### src/hw/rtl/mass_properties_accumulator_unit_assert.svh
// Assertion macros for the mass properties accumulator.
// No dependencies; included by the top level.
`ifndef MASS_PROPERTIES_ACCUMULATOR_UNIT_ASSERT_SVH
`define MASS_PROPERTIES_ACCUMULATOR_UNIT_ASSERT_SVH
// implication that must hold in the next cycle
`define MPA_NEXT(lbl, clk, rst_n, a, b) \
    lbl: assert property (@(posedge clk) disable iff (!rst_n) (a) |=> (b)) \
        else $error("lbl failed");
// implication in the same cycle
`define MPA_SAME(lbl, clk, rst_n, a, b) \
    lbl: assert property (@(posedge clk) disable iff (!rst_n) (a) |-> (b)) \
        else $error("lbl failed");
`endif

### src/hw/rtl/mpa_pkg.sv
// Package for the mass properties accumulator: states, commands, limits.
// No dependencies.
package mpa_pkg;
    typedef enum logic [3:0] {
        ST_IDLE, ST_DIFF, ST_MUL1, ST_MUL2, ST_ACC, ST_DIV, ST_DIVFIN, ST_OUT
    } t_state;

    typedef struct packed {
        logic load;      // capture input item
        logic diff;      // form stations
        logic mul1;      // first products
        logic mul2;      // second products
        logic acc;       // accumulate
        logic div_start; // start com division
        logic div_step;  // one quotient bit
        logic div_fin;   // finish com
    } t_cmd;

    typedef struct packed {
        logic is_final;
        logic div_done;
    } t_status;

    localparam logic [21:0] MASS_MAX = 22'h3FFFFF;
    localparam int DIV_BITS = 44;
    localparam logic [5:0] DIV_LAST = 6'(DIV_BITS - 1);
endpackage

### src/hw/rtl/mpa_ctrl.sv
// Controller state machine for the mass properties accumulator.
// Depends on mpa_pkg.
module mpa_ctrl import mpa_pkg::*; (
    input  logic    i_clk,
    input  logic    i_rst_n,
    input  logic    i_valid,
    input  logic    i_out_ready,
    input  t_status i_status,
    output logic    o_ready,
    output logic    o_out_valid,
    output t_cmd    o_cmd
);
    t_state r_state, n_state;

    always_ff @(posedge i_clk) begin
        if (!i_rst_n) r_state <= ST_IDLE;
        else r_state <= n_state;
    end

    always_comb begin
        n_state = r_state;
        o_cmd = '0;
        o_ready = 1'b0;
        o_out_valid = 1'b0;
        case (r_state)
            ST_IDLE: begin
                o_ready = 1'b1;
                if (i_valid) begin
                    o_cmd.load = 1'b1;
                    n_state = ST_DIFF;
                end
            end
            ST_DIFF: begin
                o_cmd.diff = 1'b1;
                n_state = ST_MUL1;
            end
            ST_MUL1: begin
                o_cmd.mul1 = 1'b1;
                n_state = ST_MUL2;
            end
            ST_MUL2: begin
                o_cmd.mul2 = 1'b1;
                n_state = ST_ACC;
            end
            ST_ACC: begin
                o_cmd.acc = 1'b1;
                n_state = i_status.is_final ? ST_DIV : ST_IDLE;
            end
            ST_DIV: begin
                o_cmd.div_start = 1'b1;
                n_state = ST_DIVFIN;
            end
            ST_DIVFIN: begin
                o_cmd.div_step = 1'b1;
                if (i_status.div_done) begin
                    o_cmd.div_fin = 1'b1;
                    n_state = ST_OUT;
                end
            end
            ST_OUT: begin
                o_out_valid = 1'b1;
                if (i_out_ready) n_state = ST_IDLE;
            end
            default: n_state = ST_IDLE;
        endcase
    end
endmodule

### config.mk
export PLATFORM = sky130hd
export DESIGN_NAME = mpa_ctrl
export DESIGN_NICKNAME = d
export VERILOG_FILES = /design/src/hw/rtl/mass_properties_accumulator_unit_assert.svh /design/src/hw/rtl/mpa_pkg.sv /design/src/hw/rtl/mpa_ctrl.sv
export SDC_FILE = /design/constraint.sdc
export NUM_CORES = 1
export LEC_CHECK = 0
export BUFFER_PORTS_ARGS = -buffer_cell sky130_fd_sc_hd__clkbuf_2
export CORE_AREA = 2 2 39 41
export CTS_CLUSTER_SIZE = 25
export DETAILED_ROUTE_END_ITERATION = 12
export DIE_AREA = 0 0 41 43
export PLACE_DENSITY = 0.52
export SETUP_SLACK_MARGIN = 0.15
export SYNTH_ARGS = -nofsm -noshare
export SYNTH_HDL_FRONTEND = slang
export SYNTH_SLANG_ARGS = --single-unit
### constraint.sdc
create_clock -name i_clk -period 1 [get_ports i_clk]
set_input_delay 0.05 -clock i_clk [delete_from_list [all_inputs] [get_ports i_clk]]
set_output_delay 0.05 -clock i_clk [all_outputs]
set_load 0.005 [all_outputs]
# After elaboration in Yosys (flattened, before gate mapping)
# Index checks and enable logic that the tools add are counted.
# word_totals
word_cells	29
out_inout_bits	10
inputBits	6
regBits	4
# classes
reduce_logical	2
n_mux	16
eq_ne	10
# ops
op	n
$pmux 4 s8	1
$eq 4x3->1 const B	4
$mux 4	3
$mux 1	10
$eq 4x2->1 const B	2
$ne 2x2->1 const B	3
$eq 4x1->1 const B	1
$logic_not 4->1	1
$mux 3	1
$reduce_and 3->1	1
$mux 2	1

# Longest topological paths before layout
# depth
depth_word	3
depth_mapped	4
mapped_depth_nobuf	3

# Least setup slack after synthesis
# No wires, ideal clock.
# synth_timing
kind	reg2reg
from	reg r_state[2]
to	reg r_state[2]
path_stages_with_launch	4
n_path_buf	0
setup_time_ns	0.060
period_less_slack_ns	1.126
arrival_ns	1.066
slack_ns	-0.126
required_ns	0.940
path_cell_list	dfxtp_1 or4_1 o221ai_1 and3b_1
# synth_via
elab_chain_len	3
elab_cells_between_ends	13
classes_between	eq/ne: 10; mux: 1; reduce/logical: 2
# synth_lines
element	line	rtl
start, declared	mpa_ctrl.sv:13	t_state r_state, n_state;
start signal, assigned	mpa_ctrl.sv:17	else r_state <= n_state;
$eq 4x3->1 / $logic_not 4->1 (equally long branches)	mpa_ctrl.sv:25	case (r_state)
$ne 2x2->1 (no source line)	--	
$reduce_and 3->1 (no source line)	--	
# Parallel ways exist; a longest one is shown, timed or not.
# A chain may end at the register's enable or synchronous reset.

==> summary.txt <==
Status -> finished with violations
Failing checks -> negative setup slack
I/O pin count -> 16
Met3 wire len -> 64 um
WS Path Type -> reg2out
Crit-path max FO -> 5
TritonRoute pass-1 iters -> 4
Period utilization -> 1.165
Worst Hold Class -> in2reg
Leak -> 0.2948 nW
Antenna Cells -> 0
Max Cap Violations -> 0
Max_slew headroom -> 0.8778
Total global-route track usage -> 0.1184
H-tree depth -> 1
Worst Setup Slack, final -> -0.1653 ns
Die H -> 43 um
Clock root cell -> clkbuf_4
Final Critical Period -> 1.165 ns
Largest net degree at the start of global routing -> 9
Hold_ws -> 0.07914 ns
Total Power -> 0.6705 mW
Post-Synth Adder-Cell Area -> 0
Critical Path End Type -> primary output
GPL Wtd Cong -> 0.7455
Bufs and invs on worst path -> 2
Number of setup violations in the final report -> 13
I/O Buffers -> 15
ANT nets after route -> 0
Number of global-route vias before repair -> 329
Max FFs per register -> 3
Slowest CP cell -> dfxtp_4
Final WL -> 885 um
Pwr dens -> 1175 nW/um^2
# rows -> 14
Largest cells by area after synthesis -> dfxtp_1 (25%), nor3_1 (10%), o211a_1 (8.3%), o211ai_1 (6.3%), and2_1 (5.2%)
Placed insts -> 66
Core box area -> 1384 um^2
Startpoint class of the critical path -> register
Largest regs -> r_state: 3 flops
Finished Layout Cells -> 77
Synth Cell Area -> 240.2 um^2
Wire length on met1 -> 351 um
Slew Viols, Final -> 0
Slew @ Worst Pin -> 0.1823 ns
Synth Net Count -> 37
Clk_lat worst skew -> 0.23 ns
Top Layer Used -> met3
Post-synthesis sequential area ratio -> 0.2500
Worst path max stage delay -> 0.35 ns
Mapped Cells -> 31
Total clock sinks -> 3
Largest family of logic cells by synthesized area -> simple AND/OR/NAND/NOR gates
RSZ-0062 raised after global routing -> yes
Yosys warns -> 0
Global route overflow -> 0
Delay-heaviest family, CP -> flip-flops
Antenna violations before repair -> 0
CP cell instances -> buf_12 > nor3_4 > and2_1 > clkbuf_2
Register clock-pin slew on the reported worst setup and hold paths -> 0.04 ns
Met2 wire length -> 469 um
Syn Area/Cell -> 7.749 um^2
CP arrival -> 1.12 ns
DP Worst Slack -> -0.1307 ns
DRC violations left -> 0
WL/cell -> 11.49 um
Xor/xnor share of the synthesized area -> 0
Dpl hpwl -> 554.1 um
First DRT Iteration DRCs -> 5
Synth Area in Simple Gates -> 0.3542
Highest clock rate -> 858.1 MHz
Worst clock skew -> 0.003011 ns
CTS Buffer Depth -> 2
Top cell type's share of synthesized area -> 0.2500
Via count -> 348
Seq cells post-synth -> 3
Peak VDD IR -> 0.5747 mV
Vias/cell -> 4.519
Num CTS Buffers -> 3
Nets -> 68
First-pass GRT wire length -> 1428 um
Largest area contributor in the synthesized netlist -> dfxtp_1
Synth unique cells -> 18
Die X -> 41 um
Fillcell total -> 145
Synth Area in Compound Gates -> 0.2344
Layout Area Growth over Synthesis -> 137.5%
Post-synthesis mux area share -> 0.08854
Post-layout util -> 0.4123
Share of cells above drive strength 1 -> 0.7705
Final Hold Viols -> 0
CP Data Required Time -> 0.95 ns
Most flop-heavy register -> r_state
CTS tree -> built
Starting density of the core -> 0.1736
Die area -> 1763 um^2
-- final cells by class --
type / instances / area (um^2) / share of cell area
Clock buffer: 4 / 26.28 / 0.04605
Inverter: 2 / 20.02 / 0.03509
Multi-Input combinational cell: 24 / 219.0 / 0.3838
Sequential cell: 3 / 68.82 / 0.1206
Tap cell: 16 / 20.02 / 0.03509
Timing Repair Buffer: 28 / 216.5 / 0.3794
-- synth_stat cells --
cell type and n:
a21oi_1 1, and2_1 2, and3_1 2, and3_2 1, and3b_1 1, buf_2 2, dfxtp_1 3, inv_1 2
mux2_2 1, mux2i_1 1, nand2_1 1, nor2_1 2, nor3_1 5, o211a_1 2, o211ai_1 2, o21bai_1 1
o221ai_1 1, or4_1 1
-- through the flow --
step,area [um^2],setup TNS [ns]
after global placement,385.4,-0.09625
after CTS,488.0,-1.161
after floorplan,249.0,-0.07174
final,570.5,-1.492
after detailed placement,385.4,-0.1349
after global routing,570.5,-2.113
-- logic make-up after synthesis --
group           after synthesis
flops                         3
mux                           2
compound gates                7
buf+inv                       4
simple gates                 15
-- power breakdown --
part / total (mW) / internal (mW) / switching (mW)
clock: 0.209 / 0.149 / 0.0599
combinational: 0.308 / 0.180 / 0.129
sequential: 0.153 / 0.136 / 0.0168
-- placed cells by master, fill, tap and decap left out --
cell       n
o211ai_1   2
nor3_4     1
and3_1     2
mux2_2     1
inv_6      1
buf_4      6
o221ai_2   1
nand2_4    1
inv_8      1
and2_1     2
dfxtp_2    1
a21oi_1    1
dfxtp_4    2
clkbuf_4   3
buf_2      5
o211a_1    2
clkbuf_2  10
o21bai_1   1
buf_6      5
buf_12     2
nor2_4     1
or4_4      1
nor2_1     1
nor3_2     4
and3b_1    1
mux2i_1    1
and3_2     1
clkbuf_1   1
-- layer usage --
metal,up-vias,GRT usage
met2,13,0.1938
met3,0,0.05236
li1,179,-
met4,0,0.02000
met1,156,0.1378
met5,-,0
-- worst register-to-register path, stage by stage (launching register included) --
cell      delay, ns
dfxtp_2        0.32
or4_4          0.51
o221ai_2       0.07
and3b_1        0.17
-- path summary, 6_finish.rpt --
kind,start,end,slack [ns],cells after the start
setup / recovery,r_state[1],o_cmd[7],-0.17,4
hold / removal,i_rst_n,r_state[0],0.08,2
setup reg to reg,r_state[2],r_state[2],-0.14,3
hold reg to reg,r_state[1],r_state[1],0.68,2
-- timing repair --
item / CTS / global route
hold buffers: 0 / 0
pin swaps: 12 / 9
endpoints found under the setup margin: 13 / 13
resized for setup: 17 / 15
buffers inserted: 3 / 4
Note: power is estimated with default switching activity, not from simulation.
